## src/hdl/scpg_pkg.sv

```systemverilog
`timescale 1ns / 1ps
`default_nettype none
package scpg_pkg;

  localparam int ENTRY_DEPTH = 9;
  localparam int LEN_W = $clog2(ENTRY_DEPTH + 1);
  localparam int IDX_W = $clog2(ENTRY_DEPTH);

  // register indexes
  localparam logic CFG_HIGH_TICKS = 1'b0;
  localparam logic CFG_LOW_TICKS  = 1'b1;

  // phase codes
  localparam logic [1:0] PH_HIGH_WAIT = 2'd0;
  localparam logic [1:0] PH_EVAL      = 2'd1;
  localparam logic [1:0] PH_LOW_WAIT  = 2'd2;
  localparam logic [1:0] PH_FALL      = 2'd3;

  // character codes
  localparam logic [7:0] KEY_ETX   = 8'd3;
  localparam logic [7:0] KEY_BS    = 8'd8;
  localparam logic [7:0] KEY_ESC   = 8'd27;
  localparam logic [7:0] KEY_COLON = 8'h3a;
  localparam logic [7:0] KEY_ZERO  = 8'h30;
  localparam logic [7:0] KEY_NINE  = 8'h39;
  localparam logic [7:0] KEY_PLUS  = 8'h2b;
  localparam logic [7:0] KEY_EQ    = 8'h3d;
  localparam logic [7:0] KEY_MINUS = 8'h2d;
  localparam logic [7:0] KEY_UNDER = 8'h5f;
  localparam logic [7:0] KEY_UZ    = 8'h5a;
  localparam logic [7:0] KEY_LZ    = 8'h7a;
  localparam logic [7:0] KEY_UA    = 8'h41;
  localparam logic [7:0] KEY_LA    = 8'h61;
  localparam logic [7:0] KEY_UB    = 8'h42;
  localparam logic [7:0] KEY_LB    = 8'h62;
  localparam logic [7:0] KEY_UC    = 8'h43;
  localparam logic [7:0] KEY_LC    = 8'h63;

  // buffered code of a colon
  localparam logic [3:0] COLON_CODE = 4'd10;

  typedef struct packed {
    logic load;   // capture accepted word
    logic key;    // tick count / entry buffer update
    logic scan;   // one buffered character parsed
    logic apply;  // parse result and command applied
    logic step;   // one phase transition
    logic emit;   // result register loaded
  } scpg_cmd_t;

  typedef struct packed {
    logic need_parse;
    logic scan_last;
    logic settled;
  } scpg_sts_t;

  // acc*10+d, saturated at 127 (only compared against 59)
  function automatic logic [6:0] sat_acc(input logic [6:0] a, input logic [3:0] d);
    logic [10:0] t;
    t = {4'b0, a} * 11'd10 + {7'b0, d};
    return (t > 11'd127) ? 7'd127 : t[6:0];
  endfunction

endpackage
`default_nettype wire

```

## src/hdl/scpg_ifs.sv

```systemverilog
`timescale 1ns / 1ps
`default_nettype none
interface scpg_in_if;
  logic       valid;
  logic       ready;
  logic       kind;
  logic [7:0] key_char;
  modport source (output valid, kind, key_char, input ready);
  modport sink (input valid, kind, key_char, output ready);
endinterface

interface scpg_out_if;
  logic       valid;
  logic       ready;
  logic       line_a;
  logic       line_b;
  logic [5:0] minutes;
  logic [5:0] seconds;
  logic       time_changed;
  logic       bad_time;
  logic       entry_active;
  modport source (output valid, line_a, line_b, minutes, seconds, time_changed, bad_time,
                  entry_active, input ready);
  modport sink (input valid, line_a, line_b, minutes, seconds, time_changed, bad_time,
                entry_active, output ready);
endinterface
`default_nettype wire

```

## src/hdl/slave_clock_pulse_generator.sv

```systemverilog
`timescale 1ns / 1ps
`default_nettype none
// slave clock pulse generator: keeps mm:ss and drives slave-clock lines a and b
// in_ch carries one word per event: kind 0 is a 10 ms tick, kind 1 a key char
// out_ch returns one word per input word: line levels, time and entry flags
// cfg port writes high_ticks (index 0) and low_ticks (index 1); the user must
//   write them only while idle, the block itself does not enforce it
// steps: capture, key update, a parse of the buffered characters (up to 9) when
//   a time entry is parsed, command, the phase transitions of the second
//   sequencer, then the output register load; one word at a time, the next word
//   is taken once the result sits in the output register, in the cycle that
//   result is taken
// reset (synchronous, rst_n low): time 00:00, pulse decisions low, registers 6 and 4,
//   entry mode off, output register empty
// a stalled receiver holds the result in the output register and blocks
//   the input channel until the word is taken
module slave_clock_pulse_generator (
  input  wire        clk,
  input  wire        rst_n,
  scpg_in_if.sink    in_ch,
  scpg_out_if.source out_ch,
  input  wire        cfg_we,
  input  wire        cfg_addr,
  input  wire [7:0]  cfg_wdata
);

  scpg_pkg::scpg_cmd_t cmd;
  scpg_pkg::scpg_sts_t sts;

  // sequencing of capture, parse, command and settle steps
  scpg_ctrl u_ctrl (
    .clk       (clk),
    .rst_n     (rst_n),
    .in_valid  (in_ch.valid),
    .in_ready  (in_ch.ready),
    .out_valid (out_ch.valid),
    .out_ready (out_ch.ready),
    .sts       (sts),
    .cmd       (cmd)
  );

  // time keeping, entry buffer, phase sequencer and result register
  scpg_dp u_dp (
    .clk            (clk),
    .rst_n          (rst_n),
    .cmd            (cmd),
    .sts            (sts),
    .in_kind        (in_ch.kind),
    .in_key_char    (in_ch.key_char),
    .cfg_we         (cfg_we),
    .cfg_addr       (cfg_addr),
    .cfg_wdata      (cfg_wdata),
    .o_line_a       (out_ch.line_a),
    .o_line_b       (out_ch.line_b),
    .o_minutes      (out_ch.minutes),
    .o_seconds      (out_ch.seconds),
    .o_time_changed (out_ch.time_changed),
    .o_bad_time     (out_ch.bad_time),
    .o_entry_active (out_ch.entry_active)
  );

`ifndef SYNTHESIS
  // an accepted word never has its result ready in the next cycle
  a_no_early_result: assert property (@(posedge clk) disable iff (!rst_n)
    (in_ch.valid && in_ch.ready) |=> !out_ch.valid)
    else $error("result appeared one cycle after accept");

  // kept time stays in range
  a_time_range: assert property (@(posedge clk) disable iff (!rst_n)
    out_ch.valid |-> (out_ch.minutes <= 6'd59) && (out_ch.seconds <= 6'd59))
    else $error("kept time out of range");
`endif

endmodule
`default_nettype wire

```

## src/hdl/scpg_ctrl.sv

```systemverilog
`timescale 1ns / 1ps
`default_nettype none
module scpg_ctrl (
  input  wire                 clk,
  input  wire                 rst_n,
  input  wire                 in_valid,
  output logic                in_ready,
  output logic                out_valid,
  input  wire                 out_ready,
  input  scpg_pkg::scpg_sts_t sts,
  output scpg_pkg::scpg_cmd_t cmd
);

  localparam logic [2:0] S_IDLE   = 3'd0;
  localparam logic [2:0] S_KEY    = 3'd1;
  localparam logic [2:0] S_PARSE  = 3'd2;
  localparam logic [2:0] S_CMD    = 3'd3;
  localparam logic [2:0] S_SETTLE = 3'd4;
  localparam logic [2:0] S_OUT    = 3'd5;

  logic [2:0] state_r, state_nxt;
  logic       valid_r, valid_nxt;

  assign in_ready  = (state_r == S_IDLE) && (!valid_r || out_ready);
  assign out_valid = valid_r;

  always_comb begin
    state_nxt = state_r;
    valid_nxt = valid_r && !out_ready;
    cmd = '0;
    case (state_r)
      S_IDLE: begin
        if (in_valid && in_ready) begin
          cmd.load  = 1'b1;
          state_nxt = S_KEY;
        end
      end
      S_KEY: begin
        cmd.key   = 1'b1;
        state_nxt = sts.need_parse ? S_PARSE : S_CMD;
      end
      S_PARSE: begin
        cmd.scan = 1'b1;
        if (sts.scan_last) state_nxt = S_CMD;
      end
      S_CMD: begin
        cmd.apply = 1'b1;
        state_nxt = S_SETTLE;
      end
      S_SETTLE: begin
        if (sts.settled) state_nxt = S_OUT;
        else cmd.step = 1'b1;
      end
      S_OUT: begin
        cmd.emit  = 1'b1;
        valid_nxt = 1'b1;
        state_nxt = S_IDLE;
      end
      default: state_nxt = S_IDLE;
    endcase
  end

  always_ff @(posedge clk) begin
    if (!rst_n) begin
      state_r <= S_IDLE;
      valid_r <= 1'b0;
    end else begin
      state_r <= state_nxt;
      valid_r <= valid_nxt;
    end
  end

endmodule
`default_nettype wire

```

## src/hdl/scpg_dp.sv

```systemverilog
`timescale 1ns / 1ps
`default_nettype none
module scpg_dp (
  input  wire                 clk,
  input  wire                 rst_n,
  input  scpg_pkg::scpg_cmd_t cmd,
  output scpg_pkg::scpg_sts_t sts,
  input  wire                 in_kind,
  input  wire  [7:0]          in_key_char,
  input  wire                 cfg_we,
  input  wire                 cfg_addr,
  input  wire  [7:0]          cfg_wdata,
  output logic                o_line_a,
  output logic                o_line_b,
  output logic [5:0]          o_minutes,
  output logic [5:0]          o_seconds,
  output logic                o_time_changed,
  output logic                o_bad_time,
  output logic                o_entry_active
);

  localparam int LW = scpg_pkg::LEN_W;
  localparam int IW = scpg_pkg::IDX_W;

  logic [7:0]    high_r, low_r;
  logic          kind_r;
  logic [7:0]    char_r;
  logic [5:0]    minute_r, second_r;
  logic [1:0]    phase_r;
  logic [7:0]    tick_r;
  logic          pulse_a_r, pulse_b_r;
  logic [7:0]    force_a_r, force_b_r;
  logic          entry_mode_r;
  logic [3:0]    chars_r [scpg_pkg::ENTRY_DEPTH];
  logic [LW-1:0] len_r;
  logic          changed_r, bad_r, parse_r;
  logic [LW-1:0] idx_r, col_r;
  logic          colon_r, sec_stop_r;
  logic [6:0]    pre_r, hi_r, sec_r;
  logic [3:0]    d1_r, d2_r;
  logic [3:0]    ch_r;

  logic          key_ok, is_entry;
  logic [7:0]    hi_len, lo_len;
  logic [LW-1:0] idx_inc;
  logic          pmv, psv, pbad, pok;
  logic [6:0]    pm, ps;
  logic [5:0]    base_min, new_min, new_sec;
  logic          resync;

  assign key_ok   = kind_r && (char_r != 8'd0) && !char_r[7];
  assign is_entry = ((char_r >= scpg_pkg::KEY_ZERO) && (char_r <= scpg_pkg::KEY_NINE)) ||
                    (char_r == scpg_pkg::KEY_COLON);
  assign hi_len   = (high_r == 8'd0) ? 8'd1 : high_r;
  assign lo_len   = (low_r == 8'd0) ? 8'd1 : low_r;
  assign idx_inc  = idx_r + 1'b1;

  always_comb begin
    sts.need_parse = key_ok && !is_entry && entry_mode_r && (len_r != '0) &&
                     (char_r != scpg_pkg::KEY_ESC) && (char_r != scpg_pkg::KEY_ETX) &&
                     (char_r != scpg_pkg::KEY_BS);
    sts.scan_last  = ({1'b0, idx_r} + 1'b1) == {1'b0, len_r};
    sts.settled    = ((phase_r == scpg_pkg::PH_HIGH_WAIT) && (tick_r < hi_len)) ||
                     ((phase_r == scpg_pkg::PH_LOW_WAIT) && (tick_r < lo_len));
  end

  // parse result
  always_comb begin
    pm  = hi_r;
    ps  = pre_r;
    pmv = 1'b0;
    psv = 1'b1;
    if (colon_r) begin
      pm  = pre_r;
      pmv = (col_r != '0);
      ps  = sec_r;
      psv = ({1'b0, col_r} + 1'b1) < {1'b0, len_r};
    end else if (len_r > LW'(2)) begin
      pmv = 1'b1;
      ps  = {3'b0, d1_r} * 7'd10 + {3'b0, d2_r};
    end
    pbad = parse_r && ((pmv && (pm > 7'd59)) || (psv && (ps > 7'd59)));
    pok  = parse_r && !pbad;
    base_min = (pok && pmv) ? pm[5:0] : minute_r;
    new_sec  = (pok && psv) ? ps[5:0] : second_r;
    resync   = pok && psv;
    new_min  = base_min;
    if (key_ok) begin
      case (char_r)
        scpg_pkg::KEY_PLUS, scpg_pkg::KEY_EQ:
          new_min = (base_min >= 6'd59) ? 6'd0 : base_min + 6'd1;
        scpg_pkg::KEY_MINUS, scpg_pkg::KEY_UNDER:
          new_min = ((base_min == 6'd0) || (base_min > 6'd59)) ? 6'd59 : base_min - 6'd1;
        scpg_pkg::KEY_UZ, scpg_pkg::KEY_LZ: begin
          new_sec = 6'd0;
          resync  = 1'b1;
        end
        default: ;
      endcase
    end
  end

  logic cmd_changed, frc_a, frc_b;
  always_comb begin
    cmd_changed = 1'b0;
    frc_a = 1'b0;
    frc_b = 1'b0;
    if (key_ok) begin
      case (char_r)
        scpg_pkg::KEY_PLUS, scpg_pkg::KEY_EQ, scpg_pkg::KEY_MINUS, scpg_pkg::KEY_UNDER,
        scpg_pkg::KEY_UZ, scpg_pkg::KEY_LZ: cmd_changed = 1'b1;
        scpg_pkg::KEY_UA, scpg_pkg::KEY_LA: frc_a = 1'b1;
        scpg_pkg::KEY_UB, scpg_pkg::KEY_LB: frc_b = 1'b1;
        scpg_pkg::KEY_UC, scpg_pkg::KEY_LC: begin
          frc_a = 1'b1;
          frc_b = 1'b1;
        end
        default: ;
      endcase
    end
  end

  // pulse decision at the start of a second
  logic dec_a, dec_b;
  always_comb begin
    dec_a = (force_a_r != 8'd0) || (second_r == 6'd0) ||
            ((minute_r == 6'd59) && (second_r >= 6'd10) && (second_r <= 6'd50) &&
             !second_r[0]);
    dec_b = (force_b_r != 8'd0) || ((minute_r <= 6'd49) && (second_r == 6'd0));
  end

  always_ff @(posedge clk) begin
    if (!rst_n) begin
      high_r       <= 8'd6;
      low_r        <= 8'd4;
      minute_r     <= '0;
      second_r     <= '0;
      phase_r      <= scpg_pkg::PH_EVAL;
      tick_r       <= '0;
      pulse_a_r    <= 1'b0;
      pulse_b_r    <= 1'b0;
      force_a_r    <= '0;
      force_b_r    <= '0;
      entry_mode_r <= 1'b0;
      len_r        <= '0;
    end else begin
      if (cfg_we) begin
        if (cfg_addr == scpg_pkg::CFG_HIGH_TICKS) high_r <= cfg_wdata;
        else low_r <= cfg_wdata;
      end
      if (cmd.load) begin
        kind_r    <= in_kind;
        char_r    <= in_key_char;
        changed_r <= 1'b0;
        bad_r     <= 1'b0;
        parse_r   <= 1'b0;
      end
      if (cmd.key) begin
        idx_r      <= '0;
        colon_r    <= 1'b0;
        sec_stop_r <= 1'b0;
        pre_r      <= '0;
        hi_r       <= '0;
        sec_r      <= '0;
        d1_r       <= '0;
        d2_r       <= '0;
        // first buffered character ready for the scan
        ch_r       <= chars_r[IW'(0)];
        parse_r    <= sts.need_parse;
        if (!kind_r) begin
          if (tick_r != 8'hff) tick_r <= tick_r + 8'd1;
        end else if (key_ok && is_entry) begin
          entry_mode_r <= 1'b1;
          if (len_r < LW'(scpg_pkg::ENTRY_DEPTH)) begin
            chars_r[len_r[IW-1:0]] <= (char_r == scpg_pkg::KEY_COLON) ?
                                      scpg_pkg::COLON_CODE : char_r[3:0];
            len_r <= len_r + 1'b1;
          end
        end else if (key_ok && entry_mode_r) begin
          if ((char_r == scpg_pkg::KEY_ESC) || (char_r == scpg_pkg::KEY_ETX)) begin
            len_r        <= '0;
            entry_mode_r <= 1'b0;
          end else if (char_r == scpg_pkg::KEY_BS) begin
            if (len_r != '0) len_r <= len_r - 1'b1;
          end else begin
            entry_mode_r <= 1'b0;
          end
        end
      end
      if (cmd.scan) begin
        idx_r <= idx_inc;
        // fetch the next character for the following scan cycle
        if (!sts.scan_last) ch_r <= chars_r[idx_inc[IW-1:0]];
        if (!colon_r) begin
          if (ch_r == scpg_pkg::COLON_CODE) begin
            colon_r <= 1'b1;
            col_r   <= idx_r;
          end else begin
            pre_r <= scpg_pkg::sat_acc(pre_r, ch_r);
            if (({1'b0, idx_r} + 2'd2) < {1'b0, len_r}) hi_r <= scpg_pkg::sat_acc(hi_r, ch_r);
            d1_r <= d2_r;
            d2_r <= ch_r;
          end
        end else if (!sec_stop_r) begin
          if (ch_r == scpg_pkg::COLON_CODE) sec_stop_r <= 1'b1;
          else sec_r <= scpg_pkg::sat_acc(sec_r, ch_r);
        end
      end
      if (cmd.apply) begin
        if (parse_r) len_r <= '0;
        bad_r     <= pbad;
        changed_r <= pok || cmd_changed;
        minute_r  <= new_min;
        second_r  <= new_sec;
        if (resync) begin
          tick_r  <= '0;
          phase_r <= scpg_pkg::PH_EVAL;
        end
        if (frc_a && (force_a_r != 8'hff)) force_a_r <= force_a_r + 8'd1;
        if (frc_b && (force_b_r != 8'hff)) force_b_r <= force_b_r + 8'd1;
      end
      if (cmd.step) begin
        case (phase_r)
          scpg_pkg::PH_EVAL: begin
            pulse_a_r <= dec_a;
            pulse_b_r <= dec_b;
            if (force_a_r != 8'd0) force_a_r <= force_a_r - 8'd1;
            if (force_b_r != 8'd0) force_b_r <= force_b_r - 8'd1;
            phase_r <= scpg_pkg::PH_HIGH_WAIT;
          end
          scpg_pkg::PH_HIGH_WAIT: begin
            tick_r  <= tick_r - hi_len;
            phase_r <= scpg_pkg::PH_FALL;
          end
          scpg_pkg::PH_FALL: phase_r <= scpg_pkg::PH_LOW_WAIT;
          default: begin
            tick_r  <= tick_r - lo_len;
            phase_r <= scpg_pkg::PH_EVAL;
            if (second_r >= 6'd59) begin
              second_r <= 6'd0;
              minute_r <= (minute_r >= 6'd59) ? 6'd0 : minute_r + 6'd1;
            end else begin
              second_r <= second_r + 6'd1;
            end
          end
        endcase
      end
    end
  end

  always_ff @(posedge clk) begin
    if (cmd.emit) begin
      o_line_a       <= (phase_r == scpg_pkg::PH_HIGH_WAIT) && pulse_a_r;
      o_line_b       <= (phase_r == scpg_pkg::PH_HIGH_WAIT) && pulse_b_r;
      o_minutes      <= minute_r;
      o_seconds      <= second_r;
      o_time_changed <= changed_r;
      o_bad_time     <= bad_r;
      o_entry_active <= entry_mode_r;
    end
  end

endmodule
`default_nettype wire

```

## src/flat_wrapper.sv

```systemverilog
// flat-port wrapper written by rule: the top's interface ports become plain ports
module slave_clock_pulse_generator_flat 
  (clk, rst_n, cfg_we, cfg_addr, cfg_wdata, in_ch_valid, in_ch_kind, in_ch_key_char, in_ch_ready, out_ch_valid, out_ch_line_a, out_ch_line_b, out_ch_minutes, out_ch_seconds, out_ch_time_changed, out_ch_bad_time, out_ch_entry_active, out_ch_ready);
  scpg_in_if in_ch_i ();
  scpg_out_if out_ch_i ();
  input  wire clk;
  input  wire rst_n;
  input  wire cfg_we;
  input  wire cfg_addr;
  input  wire [7:0] cfg_wdata;
  input wire logic [$bits(in_ch_i.valid)-1:0] in_ch_valid;
  input wire logic [$bits(in_ch_i.kind)-1:0] in_ch_kind;
  input wire logic [$bits(in_ch_i.key_char)-1:0] in_ch_key_char;
  output wire logic [$bits(in_ch_i.ready)-1:0] in_ch_ready;
  output wire logic [$bits(out_ch_i.valid)-1:0] out_ch_valid;
  output wire logic [$bits(out_ch_i.line_a)-1:0] out_ch_line_a;
  output wire logic [$bits(out_ch_i.line_b)-1:0] out_ch_line_b;
  output wire logic [$bits(out_ch_i.minutes)-1:0] out_ch_minutes;
  output wire logic [$bits(out_ch_i.seconds)-1:0] out_ch_seconds;
  output wire logic [$bits(out_ch_i.time_changed)-1:0] out_ch_time_changed;
  output wire logic [$bits(out_ch_i.bad_time)-1:0] out_ch_bad_time;
  output wire logic [$bits(out_ch_i.entry_active)-1:0] out_ch_entry_active;
  input wire logic [$bits(out_ch_i.ready)-1:0] out_ch_ready;
  assign in_ch_i.valid = in_ch_valid;
  assign in_ch_i.kind = in_ch_kind;
  assign in_ch_i.key_char = in_ch_key_char;
  assign in_ch_ready = in_ch_i.ready;
  assign out_ch_valid = out_ch_i.valid;
  assign out_ch_line_a = out_ch_i.line_a;
  assign out_ch_line_b = out_ch_i.line_b;
  assign out_ch_minutes = out_ch_i.minutes;
  assign out_ch_seconds = out_ch_i.seconds;
  assign out_ch_time_changed = out_ch_i.time_changed;
  assign out_ch_bad_time = out_ch_i.bad_time;
  assign out_ch_entry_active = out_ch_i.entry_active;
  assign out_ch_i.ready = out_ch_ready;
  slave_clock_pulse_generator u_core (.clk(clk), .rst_n(rst_n), .in_ch(in_ch_i), .out_ch(out_ch_i), .cfg_we(cfg_we), .cfg_addr(cfg_addr), .cfg_wdata(cfg_wdata));
endmodule
```

## config.mk

```make
export PLATFORM = sky130hd
export DESIGN_NAME = slave_clock_pulse_generator_flat
export DESIGN_NICKNAME = d
export VERILOG_FILES = /design/src/hdl/scpg_pkg.sv /design/src/hdl/scpg_ifs.sv /design/src/hdl/slave_clock_pulse_generator.sv /design/src/hdl/scpg_ctrl.sv /design/src/hdl/scpg_dp.sv /design/src/flat_wrapper.sv
export SDC_FILE = /design/constraint.sdc
export NUM_CORES = 1
export LEC_CHECK = 0
export ABC_AREA = 1
export BUFFER_PORTS_ARGS = -buffer_cell sky130_fd_sc_hd__buf_2
export CAP_MARGIN = 15
export CORE_ASPECT_RATIO = 1.2
export CORE_UTILIZATION = 55
export DETAILED_ROUTE_END_ITERATION = 10
export GPL_TIMING_DRIVEN = 0
export PLACE_DENSITY = 0.83
export REMOVE_ABC_BUFFERS = 1
export SETUP_SLACK_MARGIN = 0.3
export SLEW_MARGIN = 30
export SYNTH_ARGS = -nofsm -noshare
export SYNTH_HDL_FRONTEND = slang
export SYNTH_SLANG_ARGS = --single-unit
```

## constraint.sdc

```tcl
create_clock -name clk -period 4.1 [get_ports clk]
set_input_delay 0.205 -clock clk [delete_from_list [all_inputs] [get_ports clk]]
set_output_delay 0.205 -clock clk [all_outputs]
set_load 0.1 [all_outputs]
```

**After elaboration in Yosys (flattened, before gate mapping)**

Memory sizes are Yosys's and may differ from the RTL's.
Index checks and enable logic that the tools add are counted.

- Register bits: 137
- Bits in writable memories: 36
- Bits of input ports: 23
- Output and inout port bits: 19
- Logic and storage cells: 335
- Memories: 1

Memory list:

| name | depth | bits a word | rd ports | clocked after Yosys merged registers in | wr ports | line | RTL |
|---|---|---|---|---|---|---|---|
| u_core.u_dp.chars_r | 9 | 4 | 2 | 0 | 1 | scpg_dp.sv:34 | `logic [3:0] chars_r [scpg_pkg::ENTRY_DEPTH];` |

- Add/sub/neg operators: 21
- Multipliers: 4
- Magnitude comparators: 20
- Equal/unequal tests: 37
- Multiplexer cells: 132
- Bitwise gates (word level): 2
- Reductions and logical operators: 82

Operators by type and width:

| kind | count |
|---|---|
| 8-bit two-way mux | 18 |
| 7-bit two-way mux | 20 |
| 4-bit two-way mux | 24 |
| 6-bit two-way mux | 16 |
| 8-bit by 7-bit == test with 1-bit output, second input constant | 9 |
| 1-bit two-way mux | 44 |
| 11-bit by 4-bit adder with 11-bit output | 3 |
| 11-bit by 7-bit greater-than comparator with 1-bit output, second input constant | 3 |
| 8-bit by 6-bit == test with 1-bit output, second input constant | 4 |
| 1-bit logical AND | 30 |
| 7-bit by 3-bit multiplier with 10-bit output, second input constant | 3 |
| 8-bit by 1-bit adder with 8-bit output, second input constant | 3 |
| 8-bit inequality test, second input constant | 3 |
| 8-bit nonzero test | 3 |
| 6-bit by 1-bit adder with 6-bit output, second input constant | 3 |
| 6-bit >= comparator, second input constant | 3 |
| 8-bit logical NOT | 2 |
| 8-bit less-than comparator | 2 |
| 8-bit one-hot mux with 2 select lines | 1 |
| 2-bit AND reduction | 8 |
| 8-bit by 1-bit subtractor with 8-bit output, second input constant | 2 |
| 8-bit subtractor | 2 |
| 3-bit one-hot mux with 5 select lines | 1 |
| 7-bit by 6-bit greater-than comparator with 1-bit output, second input constant | 2 |
| other kinds (49) | 89 |

**Logic depth before layout (Yosys ltp)**

Gate-level depths: netlist of the first run.

- Depth after elaboration: 21
- Mapped depth: 28
- Mapped depth without buffers: 28

**Cells and area by module**

Synthesis of the first run repeated with hierarchy kept, for this count alone.

- Cells, all modules: 1,490
- Area, all modules: 11,738.8 sq um

Modules (own cells, without submodules):

| module | times used | cells each | area each (sq um) | sequential area each (sq um) |
|---|---|---|---|---|
| scpg_dp | 1 | 1,449 | 11,481.0 | 4,464.3 |
| scpg_ctrl | 1 | 41 | 257.7 | 80.1 |

**Worst setup path after synthesis of the first run**

No wires, ideal clock.

- Path kind: reg-to-reg
- Start point: reg u_core.u_dp.d1_r[1]
- End point: reg u_core.u_dp.minute_r[5]
- Library setup time: 0.066 ns
- Arrival time: 3.425 ns
- Data required time: 4.034 ns
- Setup slack: 0.609 ns
- Cell stages (with the launch flop): 26
- Buffers on the path: 1
- Clock period less this slack: 3.491 ns
- Path through: edfxtp_1 > ha_1 > ha_1 > inv_1 > fa_1 > nor2_1 > nand3_1 > nand3_1 > nand3_1 > a21boi_1 > nand2_1 > nand2_2 > nand4_4 > buf_12 > nand2_2 > o21ai_4 > ha_1 > nor2_1 > nor2_2 > nor2_2 > nand2_1 > nand3_1 > nand2_1 > nand2_1 > nand2_1 > a21oi_2

- Longest elaborated chain between the ends: 21
- Elaborated cells between the ends (all ways): 26
- Classes of those cells: add/sub (3); mul (1); order compare (3); mux (11); reduce/logical (8)

RTL lines:

| what | line | RTL |
|---|---|---|
| start, declared | scpg_dp.sv:40 | `logic [3:0] d1_r, d2_r;` |
| start signal, assigned | scpg_dp.sv:201 | `d1_r <= d2_r;` |
| 4-bit by 3-bit multiplier with 6-bit output (*) | scpg_dp.sv:80 | `ps = {3'b0, d1_r} * 7'd10 + {3'b0, d2_r};` |
| 7-bit by 4-bit adder with 7-bit output (*) | scpg_dp.sv:80 |  |
| 7-bit two-way mux (*) | scpg_dp.sv:78 | `end else if (len_r > LW'(2)) begin` |
| 7-bit two-way mux (*) | scpg_dp.sv:73 | `if (colon_r) begin` |
| 7-bit by 6-bit greater-than comparator with 1-bit output (*) | scpg_dp.sv:82 | `pbad = parse_r && ((pmv && (pm > 7'd59)) \|\| (psv && (ps > 7'd59)));` |
| 1-bit logical AND (*) | scpg_dp.sv:82 |  |
| 1-bit logical OR (*) | scpg_dp.sv:82 |  |
| 1-bit logical AND (*) | scpg_dp.sv:82 |  |
| [5 not listed] | n/a |  |
| 1-bit logical OR | scpg_dp.sv:93 | `new_min = ((base_min == 6'd0) \|\| (base_min > 6'd59)) ? 6'd59 : base_min - 6'd1;` |
| 6-bit two-way mux | scpg_dp.sv:93 |  |
| 6-bit one-hot mux with 2 select lines | scpg_dp.sv:89 | `case (char_r)` |
| 6-bit two-way mux (*) | scpg_dp.sv:88 | `if (key_ok) begin` |
| 6-bit two-way mux (*) | scpg_dp.sv:209 | `if (cmd.apply) begin` |
| 6-bit two-way mux | scpg_dp.sv:239 | `if (second_r >= 6'd59) begin` |
| 6-bit two-way mux | scpg_dp.sv:223 | `case (phase_r)` |
| 6-bit two-way mux (*) | scpg_dp.sv:222 | `if (cmd.step) begin` |
| end signal, assigned | scpg_dp.sv:213 | `minute_r <= new_min;` |
| end signal, assigned | scpg_dp.sv:241 | `minute_r <= (minute_r >= 6'd59) ? 6'd0 : minute_r + 6'd1;` |
| end, declared | scpg_dp.sv:28 | `logic [5:0] minute_r, second_r;` |

Every way passes the cells marked *; elsewhere a longest branch is shown, timed or not.
A chain may end at the register's enable or synchronous reset.

**Final worst setup path of the first run**

- Start point: reg u_core.u_dp.d1_r[1]
- End point: reg u_core.u_dp.minute_r[4]

The elaborated chain is that of the path after synthesis.

==> results.txt, run 1 <==
----------------------------------------------------
[STA]
  FMAX ... 0.257 GHz
  Final count of hold timing violations ... 0
  Number of endpoints failing setup at the final stage ... 0
  Setup skew after layout ... 0.00933 ns
  Worst rel slew slack ... 27.5%
  Final max-slew violation count ... 0
  Unrepaired setup endpoints after global routing ... true
  Final worst hold slack ... 0.00740 ns
  Final clock period utilization by the worst path ... 95.0%
  Transition time at the pin with the least slew margin ... 1.08 ns
  Shortest clock period the worst path allows after layout ... 3.90 ns

[Flow run]
  Total of max-cap violations ... 0

[Final layout]
  Post-route core utilization ... 64.1%
  Layout cells sized above 1 ... 12.1%
  Post-synthesis to final-layout area growth ... 13.4%
  Net count, final ... 1711
  Ant. Diodes ... 0
  Fin cells ... 1865
  Layout filler cell count ... 1718
  Non-Filler Cell Area, Final ... 0.0135 sq mm

[Power and ir drop]
  Internal ... 0.00422 W
  Lkg Pwr ... 5.77 nW
  Final Power ... 0.00732 W
  Switching share of total power ... 42.4%
  Portion of total power attributed to the clock network ... 23.5%
  Comb pwr share ... 43.2%
  Power density cells ... 543 mW/mm^2
  Worst IR Drop VDD ... 0.484 mV
  Seq pwr share ... 33.3%
  Switching Power ... 0.00311 W

[Global routing]
  Gr ovfl total ... 0
  Number of global-route vias before repair ... 10483
  First-pass GRT wire length ... 48.6 mm
  Gr usage total ... 27.8%
  Largest net degree at the start of global routing ... 49
  Antenna violations before repair ... 0

[Placement]
  Weighted congestion reported at the end of routability-driven placement ... 0.912
  Placed wire-length estimate after detailed placement ... 21.5 mm
  Cell area after placement ... 0.0123 sq mm
  Number of port buffers ... 41
  Placed insts ... 1796

[Detailed routing]
  Top routing layer in use ... met4
  Antenna-violating nets left ... 0
  First-iteration detailed-routing DRC count ... 1135
  Remaining routing DRC violations ... 0
  Via count ... 10986
  Routed length per instance ... 16.3 um
  Sum of met2 wire segment lengths after detailed routing ... 15.0 mm
  First-pass iteration count of the detailed router ... 6
  Routed wire length ... 30.4 mm
  Post-route met1 wirelength ... 11.9 mm
  Number of vias per cell ... 5.89
  Sum of met3 wire segment lengths after detailed routing ... 2.00 mm

[Clock network]
  TritonCTS buffer count ... 17
  Maximum root-to-sink buffer count ... 2
  TritonCTS clock tree ... done
  Buffer cell driving the clock tree root ... sky130_fd_sc_hd__clkbuf_16
  Clock insertion delay at the later pin of the skew report ... 0.44 ns
  Worst-path clk slew ... 0.07 ns
  Sinks on the clock net ... 173
  CTS HTree Levels ... 4

[Logic synthesis]
  Cell type with the highest aggregate area in the netlist ... sky130_fd_sc_hd__edfxtp_1
  Fraction of post-synthesis cell area in the top cell type by area ... 27.3%
  Number of enable flip-flop cells after synthesis ... 108
  Share of flip-flops with an asynchronous set or reset ... 0%
  Distinct cells, synth ... 59
  Average size of a mapped cell ... 7.83 sq um
  Top cells by area, synth ... sky130_fd_sc_hd__edfxtp_1 (27%), sky130_fd_sc_hd__dfxtp_1 (11%), sky130_fd_sc_hd__ha_1 (10%), sky130_fd_sc_hd__nand2_1 (8.2%), sky130_fd_sc_hd__inv_1 (7.3%)
  Sequential cell area fraction in the yosys report ... 38.2%
  Warning count from the yosys run ... 0
  Combined area of all synthesized cells ... 0.0119 sq mm
  Most repeated cell in the gate-level netlist after synthesis ... sky130_fd_sc_hd__nand2_1
  Most common flop cell mapped by yosys ... sky130_fd_sc_hd__edfxtp_1
  Top cell types by occurrence after synthesis ... sky130_fd_sc_hd__nand2_1 (261), sky130_fd_sc_hd__inv_1 (232), sky130_fd_sc_hd__nor2_1 (156), sky130_fd_sc_hd__o21ai_0 (114), sky130_fd_sc_hd__edfxtp_1 (108)
  Register bit total from synthesis ... 173
  Post-Synthesis Cells ... 1518

[Critical path]
  Startpoint class of the critical path ... flip-flop
  R2r startpoint ... u_core.u_dp.d1_r[1]
  Required time of the critical path ... 4.48 ns
  Crit-path max FO ... 5
  Crit path capture type ... flip-flop
  Setup slack of the most critical reg-to-reg path ... 0.20 ns
  Launch point of the worst path ... u_core.u_dp.d1_r[1]
  Critical R2R Capture ... u_core.u_dp.minute_r[4]
  Kind of critical path ... reg2reg
  Worst R2R Path Depth ... 25
  Critical path arrival ... 4.28 ns

[Worst hold path]
  Worst Hold Path EP ... u_core.u_dp.high_r[2]
  Start point of the worst hold path ... cfg_wdata[2]
  Hold Path Cell Cnt ... 3
  Classification of the worst-slack hold path ... in2reg

[Floorplan]
  Num ports ... 42
  Site Rows ... 58
  Die ar. ... 0.0222 sq mm
  Initial Util ... 56.5%
  Die Span Y ... 163 um
  Die span in x ... 136 um
  Area of the core ... 0.0210 sq mm

[Status]
  Result of the run ... finished clean

----------------------------------------------------
[sequential cells by signal, indices dropped and copies added (netlist names), 6 cells and up]
name                   count
u_core.u_dp.chars_r       36
u_core.u_dp.force_b_r      8
u_core.u_dp.force_a_r      8
u_core.u_dp.char_r         8
u_core.u_dp.o_seconds      6
u_core.u_dp.low_r          8
u_core.u_dp.minute_r       6
u_core.u_dp.tick_r         8
u_core.u_dp.sec_r          7
u_core.u_dp.high_r         8
u_core.u_dp.hi_r           7
u_core.u_dp.pre_r          7
u_core.u_dp.second_r       6
u_core.u_dp.o_minutes      6
[metal layers]
metal | GRT usage [%] | up-vias
li1 | - | 5268
met1 | 32.2 | 5145
met2 | 48.8 | 460
met3 | 4.03 | 113
met4 | 15.6 | 0
met5 | 0 | -
[area by class of cell]
class	count	area [sq um]	area share, %
well taps	270	338	2.51
clock inverters	15	189	1.40
repair buffers	80	561	4.16
clock buffers	17	425	3.16
inverters	240	907	6.73
multi-input cells	1070	6520	48.3
flip-flops and latches	173	4550	33.7
[layout by cell type (no fill, tap or decap), types with 4 or more instances in the layout]
cell type                       count
sky130_fd_sc_hd__inv_1            230
sky130_fd_sc_hd__nand3_2            8
sky130_fd_sc_hd__or2_2              6
sky130_fd_sc_hd__a21oi_2            6
sky130_fd_sc_hd__fa_1               9
sky130_fd_sc_hd__xnor2_1           11
sky130_fd_sc_hd__nor2_4            12
sky130_fd_sc_hd__a22oi_1            4
sky130_fd_sc_hd__a21oi_1           99
sky130_fd_sc_hd__xor2_1            32
sky130_fd_sc_hd__o22ai_1           27
sky130_fd_sc_hd__inv_2              5
sky130_fd_sc_hd__o21ai_0          114
sky130_fd_sc_hd__nor4_1            12
sky130_fd_sc_hd__nand4_1           14
sky130_fd_sc_hd__nor2_1           148
sky130_fd_sc_hd__nand2_1          246
sky130_fd_sc_hd__nor3_1            38
sky130_fd_sc_hd__nand2_2           22
sky130_fd_sc_hd__dfxtp_1           64
sky130_fd_sc_hd__clkbuf_16         17
sky130_fd_sc_hd__dlygate4sd3_1     10
sky130_fd_sc_hd__inv_6              8
sky130_fd_sc_hd__o21ai_4            6
sky130_fd_sc_hd__ha_1              93
sky130_fd_sc_hd__a211oi_1           8
sky130_fd_sc_hd__o211ai_1          11
sky130_fd_sc_hd__o21ai_1            8
sky130_fd_sc_hd__a31oi_1           11
sky130_fd_sc_hd__o31ai_1            5
sky130_fd_sc_hd__nor3_2             4
sky130_fd_sc_hd__a2111oi_0          4
sky130_fd_sc_hd__edfxtp_1         108
sky130_fd_sc_hd__buf_4             26
sky130_fd_sc_hd__nand2_4            6
sky130_fd_sc_hd__buf_2             40
sky130_fd_sc_hd__nand3_1           67
[per-stage QoR]
stage / setup slack [ns] / setup TNS, ns
floorplan: 0.496 / 0
global placement: -0.387 / -4.44
detailed placement: -0.464 / -5.45
CTS: 0.293 / 0
global route: -0.0233 / -0.0233
finish: 0.204 / 0
[kinds of logic (layout without fill, tap and decap cells)]
| logic type | after synthesis | after routing | share of synthesized area, % |
|---|---|---|---|
| buf+inv | 276 | 352 | 8.99 |
| simple gates | 593 | 594 | 21.8 |
| fa+ha+maj | 106 | 106 | 11.8 |
| mux | 1 | 1 | 0.0842 |
| flops | 173 | 173 | 38.2 |
| xor+xnor | 43 | 43 | 3.17 |
| compound gates | 326 | 326 | 16.0 |
[how the worst max path moves through the flow]
stage | to | slack, ns | depth (start not counted)
floorplan | u_core.u_dp.minute_r[5] | 0.50 | 24
global placement | u_core.u_dp.minute_r[2] | -0.39 | 17
detailed placement | u_core.u_dp.minute_r[2] | -0.46 | 17
CTS | u_core.u_dp.minute_r[2] | 0.29 | 22
global route | u_core.u_dp.minute_r[3] | -0.02 | 25
finish | u_core.u_dp.minute_r[4] | 0.20 | 25
[worst max-delay path, stage by stage (launching register included)]
cell and delay [ns]:
sky130_fd_sc_hd__edfxtp_1 0.40, sky130_fd_sc_hd__ha_1 0.30, sky130_fd_sc_hd__ha_2 0.16, sky130_fd_sc_hd__inv_2 0.03
sky130_fd_sc_hd__fa_2 0.58, sky130_fd_sc_hd__nor2_4 0.06, sky130_fd_sc_hd__nand3_2 0.08, sky130_fd_sc_hd__nand2_1 0.05
sky130_fd_sc_hd__nand2_1 0.09, sky130_fd_sc_hd__nand3_2 0.08, sky130_fd_sc_hd__a21boi_2 0.20, sky130_fd_sc_hd__nand2_2 0.08
sky130_fd_sc_hd__nand2_2 0.10, sky130_fd_sc_hd__nand2_1 0.09, sky130_fd_sc_hd__nor2_2 0.21, sky130_fd_sc_hd__nand3_1 0.14
sky130_fd_sc_hd__nand2_2 0.16, sky130_fd_sc_hd__ha_1 0.19, sky130_fd_sc_hd__nand3_2 0.11, sky130_fd_sc_hd__nand2_2 0.10
sky130_fd_sc_hd__nand2_2 0.08, sky130_fd_sc_hd__nand3_1 0.09, sky130_fd_sc_hd__nand2_1 0.06, sky130_fd_sc_hd__nand2_1 0.13
sky130_fd_sc_hd__nand2_2 0.08, sky130_fd_sc_hd__a21oi_2 0.17
[repair_timing]
| item | in CTS | in global routing |
|---|---|---|
| endpoints found under the setup margin | 38 | 29 |
| gates resized for setup | 25 | 39 |
| pin swaps | 8 | 32 |
| hold buffers | 10 | 0 |
| endpoints found under the hold margin | 10 | 0 |
| setup buffers | 6 | 20 |
| cloned | 0 | 1 |
[power by group through the flow]
stage	clock, W	sequential (W)	combinational [W]
floorplan	0	0.00238	0.00224
global placement	0	0.00246	0.00275
detailed placement	0	0.00247	0.00288
CTS	0.00173	0.00243	0.00299
global route	0.00179	0.00246	0.00356
finish	0.00172	0.00244	0.00316
Note: power is estimated with default switching activity, not from simulation.
==> run 2, diff against run 1 <==
--- a/config.mk
+++ b/config.mk
@@ -9,12 +9,13 @@
 export BUFFER_PORTS_ARGS = -buffer_cell sky130_fd_sc_hd__buf_2
 export CAP_MARGIN = 15
 export CORE_ASPECT_RATIO = 1.2
+export CORE_MARGIN = 3
 export CORE_UTILIZATION = 55
 export DETAILED_ROUTE_END_ITERATION = 10
 export GPL_TIMING_DRIVEN = 0
 export PLACE_DENSITY = 0.83
 export REMOVE_ABC_BUFFERS = 1
-export SETUP_SLACK_MARGIN = 0.3
+export SETUP_SLACK_MARGIN = 0.5
 export SLEW_MARGIN = 30
 export SYNTH_ARGS = -nofsm -noshare
 export SYNTH_HDL_FRONTEND = slang
==> results.txt, run 2 (synthesized netlist as in run 1, its figures left out) <==
----------------------------------------------------
[Status]
  Result of the run ... finished clean

[Global routing]
  Number of global-route vias before repair ... 10614 (+1.2%)
  Gr ovfl total ... 0 (unchanged)
  Largest net degree at the start of global routing ... 55 (+12%)
  Antenna violations before repair ... 0 (unchanged)
  First-pass GRT wire length ... 48.8 mm (+0.45%)
  Gr usage total ... 25.1% (-2.7 points)

[Critical path]
  Critical-path cell list ... ha_1 -> ha_2 -> inv_2 -> fa_1 -> nor2_2 -> nand3_2 -> nand3_2 -> nand3_2 -> a21boi_2 -> nand2_2 -> nand2_4 -> nand4_4 -> buf_6 -> o21ai_4 -> ha_4 -> nand3_2 -> xor2_1 -> nand2_1 -> nand3_2 -> nand2_2 -> nand2_1 -> nand2_1 -> a21oi_2
  Startpoint class of the critical path ... flip-flop
  Worst R2R Path Depth ... 23 (-8.0%)
  Required time of the critical path ... 4.47 ns (about the same)
  Delay contributed by the slowest stage of the critical path ... 0.47 ns (-0.11 ns)
  Critical R2R Capture ... u_core.u_dp.minute_r[4]
  Critical path arrival ... 4.11 ns (-0.17 ns)
  Worst path slowest cell ... sky130_fd_sc_hd__fa_1
  Setup slack of the most critical reg-to-reg path ... 0.36 ns (+0.15 ns)
  Crit-path max FO ... 6 (+1)
  Kind of critical path ... reg2reg
  Cell mode on critical path ... sky130_fd_sc_hd__nand3_2
  Crit path capture type ... flip-flop
  R2r startpoint ... u_core.u_dp.d1_r[1]

[Worst hold path]
  Start point of the worst hold path ... cfg_wdata[3]
  Hold Path Cell Cnt ... 3 (unchanged)
  Worst Hold Path EP ... u_core.u_dp.low_r[3]
  Classification of the worst-slack hold path ... in2reg

[Placement]
  Cell area after placement ... 0.0123 sq mm (about the same)
  Placement Setup Slack ... -0.435 ns (+0.0286 ns)
  Placed wire-length estimate after detailed placement ... 21.5 mm (+0.20%)
  Number of port buffers ... 41 (unchanged)
  Weighted congestion reported at the end of routability-driven placement ... 0.926 (+1.6%)
  Placed insts ... 1797 (+0.056%)

[STA]
  Final setup slack of the worst path ... 0.358 ns (+0.155 ns)
  FMAX ... 0.267 GHz (+4.1%)
  Transition time at the pin with the least slew margin ... 0.993 ns (-0.0878 ns)
  Unrepaired setup endpoints after global routing ... true
  Worst rel slew slack ... 33.4% (+5.8 points)
  Setup TNS after final layout ... 0 ns (unchanged)
  Shortest clock period the worst path allows after layout ... 3.74 ns (-0.155 ns)
  Setup skew after layout ... 0.0128 ns (+0.00350 ns)
  Number of endpoints failing setup at the final stage ... 0 (unchanged)
  Final count of hold timing violations ... 0 (unchanged)
  Final clock period utilization by the worst path ... 91.3% (-3.8 points)
  Final max-slew violation count ... 0 (unchanged)

[Power and ir drop]
  Seq pwr share ... 33.1% (-0.2 points)
  Portion of total power attributed to the clock network ... 22.4% (-1.1 points)
  Internal ... 0.00423 W (+0.35%)
  Lkg Pwr ... 5.84 nW (+1.2%)
  Switching share of total power ... 42.5% (+0.11 points)
  Power density cells ... 542 mW/mm^2 (-0.32%)
  Comb pwr share ... 44.5% (+1.3 points)
  Switching Power ... 0.00313 W (+0.80%)
  Worst IR Drop VDD ... 0.402 mV (-17%)

[Final layout]
  Leading cell types in the layout, fill and taps excluded ... sky130_fd_sc_hd__nand2_1 (245), sky130_fd_sc_hd__inv_1 (228), sky130_fd_sc_hd__nor2_1 (146)
  Layout cells sized above 1 ... 12.9% (+0.79 points)
  Ant. Diodes ... 0 (unchanged)
  Post-synthesis to final-layout area growth ... 14.4%
  Fin cells ... 1868 (+0.16%)
  Non-Filler Cell Area, Final ... 0.0136 sq mm (+0.86%)
  Post-route core utilization ... 64.4% (+0.33 points)
  Number of flip-flops under the largest register name ... 36 (unchanged)
  Most common cell after layout, fill and taps aside ... sky130_fd_sc_hd__nand2_1
  Layout filler cell count ... 1680 (-2.2%)
  Net count, final ... 1714 (+0.18%)

[Detailed routing]
  Antenna-violating nets left ... 0 (unchanged)
  First-iteration detailed-routing DRC count ... 1079 (-4.9%)
  Routed wire length ... 30.0 mm (-1.1%)
  First-pass iteration count of the detailed router ... 5 (-1)
  Number of vias per cell ... 5.85 (-0.74%)
  Remaining routing DRC violations ... 0 (unchanged)
  Routed length per instance ... 16.1 um (-1.3%)
  Via count ... 10922 (-0.58%)

[Clock network]
  Maximum root-to-sink buffer count ... 2 (unchanged)
  Worst-path clk slew ... 0.07 ns (about the same)
  Clock insertion delay at the later pin of the skew report ... 0.44 ns (about the same)
  TritonCTS buffer count ... 17 (unchanged)
  CTS HTree Levels ... 4 (unchanged)
  Sinks on the clock net ... 173 (unchanged)
  Buffer cell driving the clock tree root ... sky130_fd_sc_hd__clkbuf_16
  TritonCTS clock tree ... done

[Flow run]
  Total of max-cap violations ... 0 (unchanged)

[Floorplan]
  Initial Util ... 56.3% (-0.19 points)
  Num ports ... 42 (unchanged)
  Die Span Y ... 167 um (+2.5%)
  Area of the core ... 0.0211 sq mm (+0.34%)
  Die span in x ... 140 um (+2.9%)
  Die ar. ... 0.0234 sq mm (+5.5%)
  Site Rows ... 58 (unchanged)

----------------------------------------------------
==> run 2: cell types whose count changed in the layout (fill, tap and decap cells not counted), moves of 3 or more <==
cell                         change
sky130_fd_sc_hd__nand2_4         +7
sky130_fd_sc_hd__nand2_2         -6
sky130_fd_sc_hd__o21ai_2         +5
sky130_fd_sc_hd__buf_6           +4
sky130_fd_sc_hd__nand3_1         -4
sky130_fd_sc_hd__nand3_2         +4
sky130_fd_sc_hd__clkinvlp_4      +3
sky130_fd_sc_hd__inv_6           -3
sky130_fd_sc_hd__o21ai_1         -3
==> run 2: stage by stage <==
| step | hold WS, ns | total power (W) |
|---|---|---|
| 2_1_floorplan | 0.274 | 0.00462 |
| 3_3_place_gp | 0.381 | 0.00521 |
| 3_5_place_dp | 0.383 | 0.00536 |
| 4_1_cts | 0.0487 | 0.00715 |
| 5_1_grt | 0.0867 | 0.00787 |
| 6_report | 0.0644 | 0.00736 |
==> run 2: power groups by stage <==
stage               Sequential (W)  Combinational, W  Clock [W]
detailed placement         0.00247           0.00289          0
global placement           0.00245           0.00276          0
global route               0.00246           0.00367    0.00174
finish                     0.00244           0.00328    0.00165
floorplan                  0.00238           0.00224          0
CTS                        0.00242           0.00307    0.00166
==> run 2: layout make-up <==
class	count	area, sq um	area share (%)
Clock inverter	15	168	1.23
Inverter	240	908	6.68
Sequential cell	173	4550	33.4
Multi-Input combinational cell	1069	6610	48.6
Clock buffer	17	425	3.13
Timing Repair Buffer	84	603	4.44
Tap cell	270	338	2.48
==> run 2: layer usage <==
layer | global-route usage, % | part of all wire (%) | wire length (um)
met3 | 3.04 | 6.4 | 1930
met1 | 30.2 | 39 | 11700
met2 | 43.7 | 50 | 15000
met5 | 0 | 0 | 0
met4 | 13.4 | 4.7 | 1400
==> run 2: worst max-delay path by stage <==
stage	end	startpoint	slack (ns)	cells after the start
after global placement	u_core.u_dp.minute_r[2]	u_core.u_dp.low_r[1]	-0.43	17
after global routing	u_core.u_dp.minute_r[5]	u_core.u_dp.d1_r[3]	0.14	24
after floorplan	u_core.u_dp.minute_r[5]	u_core.u_dp.d1_r[1]	0.50	24
final	u_core.u_dp.minute_r[4]	u_core.u_dp.d1_r[1]	0.36	23
after CTS	u_core.u_dp.minute_r[4]	u_core.u_dp.d1_r[3]	0.36	23
after detailed placement	u_core.u_dp.minute_r[2]	u_core.u_dp.low_r[1]	-0.44	17
==> run 2: what timing repair did <==
action | CTS | global route
setup buffers | 17 | 10
resized for setup | 38 | 47
endpoints found under the setup margin | 40 | 42
hold buffers | 12 | 0
pin swaps | 19 | 34
endpoints found under the hold margin | 12 | 0
==> run 2: worst max-delay path: cells and delay by family (launching register included) <==
kind / cells / cell delay (ns)
buffers and inverters: 2 / 0.21
xor gates and xnor gates: 1 / 0.15
DFF: 1 / 0.42
and+or+nand+nor: 13 / 1.20
AOI/OAI and AO/OA: 3 / 0.52
adders and majority gates: 4 / 1.16
==> run 3, diff against run 2 <==
--- a/config.mk
+++ b/config.mk
@@ -11,12 +11,15 @@
 export CORE_ASPECT_RATIO = 1.2
 export CORE_MARGIN = 3
 export CORE_UTILIZATION = 55
+export CTS_BUF_LIST = sky130_fd_sc_hd__clkbuf_8
 export DETAILED_ROUTE_END_ITERATION = 10
 export GPL_TIMING_DRIVEN = 0
+export MAX_ROUTING_LAYER = met4
 export PLACE_DENSITY = 0.83
 export REMOVE_ABC_BUFFERS = 1
 export SETUP_SLACK_MARGIN = 0.5
 export SLEW_MARGIN = 30
 export SYNTH_ARGS = -nofsm -noshare
 export SYNTH_HDL_FRONTEND = slang
+export SYNTH_HIERARCHICAL = 1
 export SYNTH_SLANG_ARGS = --single-unit
==> results.txt, run 3 <==
----------------------------------------------------
[Status]
  Result of the run ... finished clean

[Logic synthesis]
  Most repeated cell in the gate-level netlist after synthesis ... sky130_fd_sc_hd__inv_1
  Adder and majority gate portion of the synthesized area ... 11.9% (+0.15 points)
  Register bit total from synthesis ... 173 (unchanged)
  Area fraction in and, or, nand and nor cells after synthesis ... 20.6% (-1.1 points)
  Mux contribution to synthesized area ... 0.0853% (+0.0010 points)
  Number of enable flip-flop cells after synthesis ... 108 (unchanged)
  Share of flip-flops with an asynchronous set or reset ... 0% (unchanged)
  Top cell types by occurrence after synthesis ... sky130_fd_sc_hd__inv_1 (242), sky130_fd_sc_hd__nand2_1 (235), sky130_fd_sc_hd__nor2_1 (156), sky130_fd_sc_hd__o21ai_0 (119), sky130_fd_sc_hd__edfxtp_1 (108)
  Average size of a mapped cell ... 7.88 sq um (+0.63%)
  Cell type with the highest aggregate area in the netlist ... sky130_fd_sc_hd__edfxtp_1
  Post-Synthesis Cells ... 1490 (-1.8%)
  Synth Area in Compound Gates ... 17.4% (+1.5 points)
  Combined area of all synthesized cells ... 0.0117 sq mm (-1.2%)
  Distinct cells, synth ... 62 (+5.1%)
  Sequential cell area fraction in the yosys report ... 38.7% (+0.47 points)
  Combinational family with the most area after synthesis ... simple AND/OR/NAND/NOR gates
  Fraction of post-synthesis cell area in the top cell type by area ... 27.6% (+0.34 points)
  Post-Synth XOR/XNOR Area ... 1.72% (-1.5 points)
  Top cells by area, synth ... sky130_fd_sc_hd__edfxtp_1 (28%), sky130_fd_sc_hd__dfxtp_1 (11%), sky130_fd_sc_hd__ha_1 (10%), sky130_fd_sc_hd__inv_1 (7.7%), sky130_fd_sc_hd__nand2_1 (7.5%)
  Warning count from the yosys run ... 6 (+6)
  Most common flop cell mapped by yosys ... sky130_fd_sc_hd__edfxtp_1

[Final layout]
  Number of flip-flops under the largest register name ... 36 (unchanged)
  Most common cell after layout, fill and taps aside ... sky130_fd_sc_hd__inv_1
  Non-Filler Cell Area, Final ... 0.0142 sq mm (+4.1%)
  Leading cell types in the layout, fill and taps excluded ... sky130_fd_sc_hd__inv_1 (228), sky130_fd_sc_hd__nand2_1 (214), sky130_fd_sc_hd__nor2_1 (140)
  Layout cells sized above 1 ... 19.8% (+6.9 points)
  Net count, final ... 1752 (+2.2%)
  Fin cells ... 1901 (+1.8%)
  Post-synthesis to final-layout area growth ... 20.6%
  Ant. Diodes ... 0 (unchanged)

[Critical path]
  Delay contributed by the slowest stage of the critical path ... 0.34 ns (-0.13 ns)
  R2r startpoint ... u_core/u_dp/high_r[2]
  Required time of the critical path ... 4.50 ns (+0.03 ns)
  Worst path slowest cell ... sky130_fd_sc_hd__dfxtp_2
  Kind of critical path ... reg2reg
  Launch point of the worst path ... u_core/u_dp/high_r[2]
  Crit-path max FO ... 2 (-4)
  Startpoint class of the critical path ... flip-flop
  Crit path capture type ... flip-flop
  Critical path arrival ... 4.39 ns (+0.28 ns)
  Cell mode on critical path ... sky130_fd_sc_hd__buf_4

[Clock network]
  Worst-path clk slew ... 0.10 ns (+0.03 ns)
  CTS HTree Levels ... 4 (unchanged)
  Clock insertion delay at the later pin of the skew report ... 0.48 ns (+0.04 ns)
  Maximum root-to-sink buffer count ... 2 (unchanged)
  TritonCTS buffer count ... 17 (unchanged)
  TritonCTS clock tree ... done
  Sinks on the clock net ... 173 (unchanged)
  Buffer cell driving the clock tree root ... sky130_fd_sc_hd__clkbuf_8

[STA]
  Worst rel slew slack ... 37.4% (+4.0 points)
  Setup TNS after final layout ... 0 ns (unchanged)
  Final clock period utilization by the worst path ... 97.4% (+6.1 points)
  Final max-slew violation count ... 0 (unchanged)
  Setup skew after layout ... 0.0173 ns (+0.00445 ns)
  Unrepaired setup endpoints after global routing ... true
  FMAX ... 0.250 GHz (-6.3%)
  Shortest clock period the worst path allows after layout ... 3.99 ns (+0.251 ns)
  Number of endpoints failing setup at the final stage ... 0 (unchanged)
  Transition time at the pin with the least slew margin ... 0.930 ns (-0.0630 ns)
  Final count of hold timing violations ... 0 (unchanged)

[Floorplan]
  Die ar. ... 0.0231 sq mm (-1.2%)
  Num ports ... 42 (unchanged)
  Die Span Y ... 166 um (-0.59%)
  Die span in x ... 139 um (-0.58%)
  Area of the core ... 0.0206 sq mm (-2.4%)
  Site Rows ... 57 (-1.7%)
  Initial Util ... 57.0% (+0.68 points)

[Global routing]
  Gr usage total ... 27.8% (+2.7 points)
  Largest net degree at the start of global routing ... 49 (-11%)
  First-pass GRT wire length ... 52.1 mm (+6.7%)
  Number of global-route vias before repair ... 10795 (+1.7%)
  Antenna violations before repair ... 0 (unchanged)
  Gr ovfl total ... 0 (unchanged)

[Power and ir drop]
  Final Power ... 0.00532 W (-28%)
  Worst IR Drop VDD ... 0.246 mV (-39%)
  Lkg Pwr ... 6.03 nW (+3.2%)
  Power density cells ... 375 mW/mm^2 (-31%)

[Detailed routing]
  Routed wire length ... 34.2 mm (+14%)
  Remaining routing DRC violations ... 0 (unchanged)
  Antenna-violating nets left ... 0 (unchanged)
  Number of vias per cell ... 6.10 (+4.3%)
  Routed length per instance ... 18.0 um (+12%)
  Via count ... 11589 (+6.1%)
  First-iteration detailed-routing DRC count ... 1287 (+19%)
  First-pass iteration count of the detailed router ... 7 (+2)

[Placement]
  Weighted congestion reported at the end of routability-driven placement ... 0.973 (+5.0%)
  Placed insts ... 1760 (-2.1%)
  Number of port buffers ... 41 (unchanged)
  Cell area after placement ... 0.0121 sq mm (-1.7%)
  Placed wire-length estimate after detailed placement ... 21.0 mm (-2.3%)

[Flow run]
  Total of max-cap violations ... 0 (unchanged)

[Worst hold path]
  Classification of the worst-slack hold path ... in2reg
  Start point of the worst hold path ... cfg_wdata[6]

----------------------------------------------------
[run 3: changes by cell type after synthesis, sizes merged, moves of 6 or more]
cell | before | now
o21ai | 129 | 135
xnor2 | 11 | 5
nand2 | 274 | 240
o22ai | 27 | 17
inv | 235 | 247
xor2 | 32 | 18
o211ai | 11 | 18
[run 3: report_power, final]
| part | total, W | switching, W | internal [W] |
|---|---|---|---|
| Combinational | 0.00191 | 0.00120 | 0.000714 |
| Sequential | 0.00217 | 0.000168 | 0.00201 |
| Clock | 0.00123 | 0.000679 | 0.000550 |
[run 3: stage by stage]
stage	util, %	worst slack (ns)	hold WS [ns]
after floorplan	-	0.364	0.274
after global placement	58.7	-0.477	0.383
after detailed placement	58.8	-0.502	0.384
after CTS	64.9	0.244	0.00597
after global routing	68.7	-0.0386	0.0497
final	68.7	0.108	0.0432
[run 3: repair_timing]
action / 4_1_cts / 5_1_grt
endpoints found under the setup margin: 40 / 77
hold buffers: 15 / 0
hold endpoints to repair: 17 / 0
resized for setup: 72 / 140
buffers inserted: 60 / 33
pin swaps: 43 / 51
gates cloned: 0 / 1
[run 3: area by class of cell]
class / count / area (sq um)
tap: 265 / 332
timing repair inverter: 1 / 7.51
timing repair buffer: 150 / 1180
inverter: 249 / 971
clock buffer: 17 / 234
sequential: 173 / 4560
clock inverter: 15 / 160
multi-input combinational: 1031 / 6720
fill: 1447 / 6450
[run 3: cells by family (layout without fill, tap and decap cells)]
family          Yosys count  in the layout
fa+ha+maj               106            106
mux                       1              1
xor+xnor                 23             23
flops                   173            173
compound gates          342            342
buf+inv                 286            432
simple gates            559            559
[run 3: critical path: cells and delay by family (launching register included)]
family	cells	cell delay, ns
buffers and inverters	16	1.46
AOI/OAI and AO/OA	5	0.84
and+or+nand+nor	6	0.74
adders and majority gates	2	0.54
DFF	1	0.34
[run 3: worst paths after layout]
check / depth (start not counted) / end / slack, ns
worst min register to register: 0 / u_core/u_dp/o_bad_time / 0.44
worst max-delay path: 29 / u_core/u_dp/tick_r[6] / 0.11
worst min-delay path: 3 / u_core/u_dp/low_r[6] / 0.04
worst max register to register: 29 / u_core/u_dp/tick_r[6] / 0.11
[run 3: per-layer routing]
| layer | vias to the layer above | share of wire [%] | global-route usage (%) |
|---|---|---|---|
| li1 | 5347 | - | - |
| met1 | 5360 | 38 | 32.5 |
| met2 | 689 | 48 | 46.2 |
| met3 | 193 | 7.8 | 4.69 |
| met4 | 0 | 5.6 | 13.9 |
| met5 | - | 0 | - |
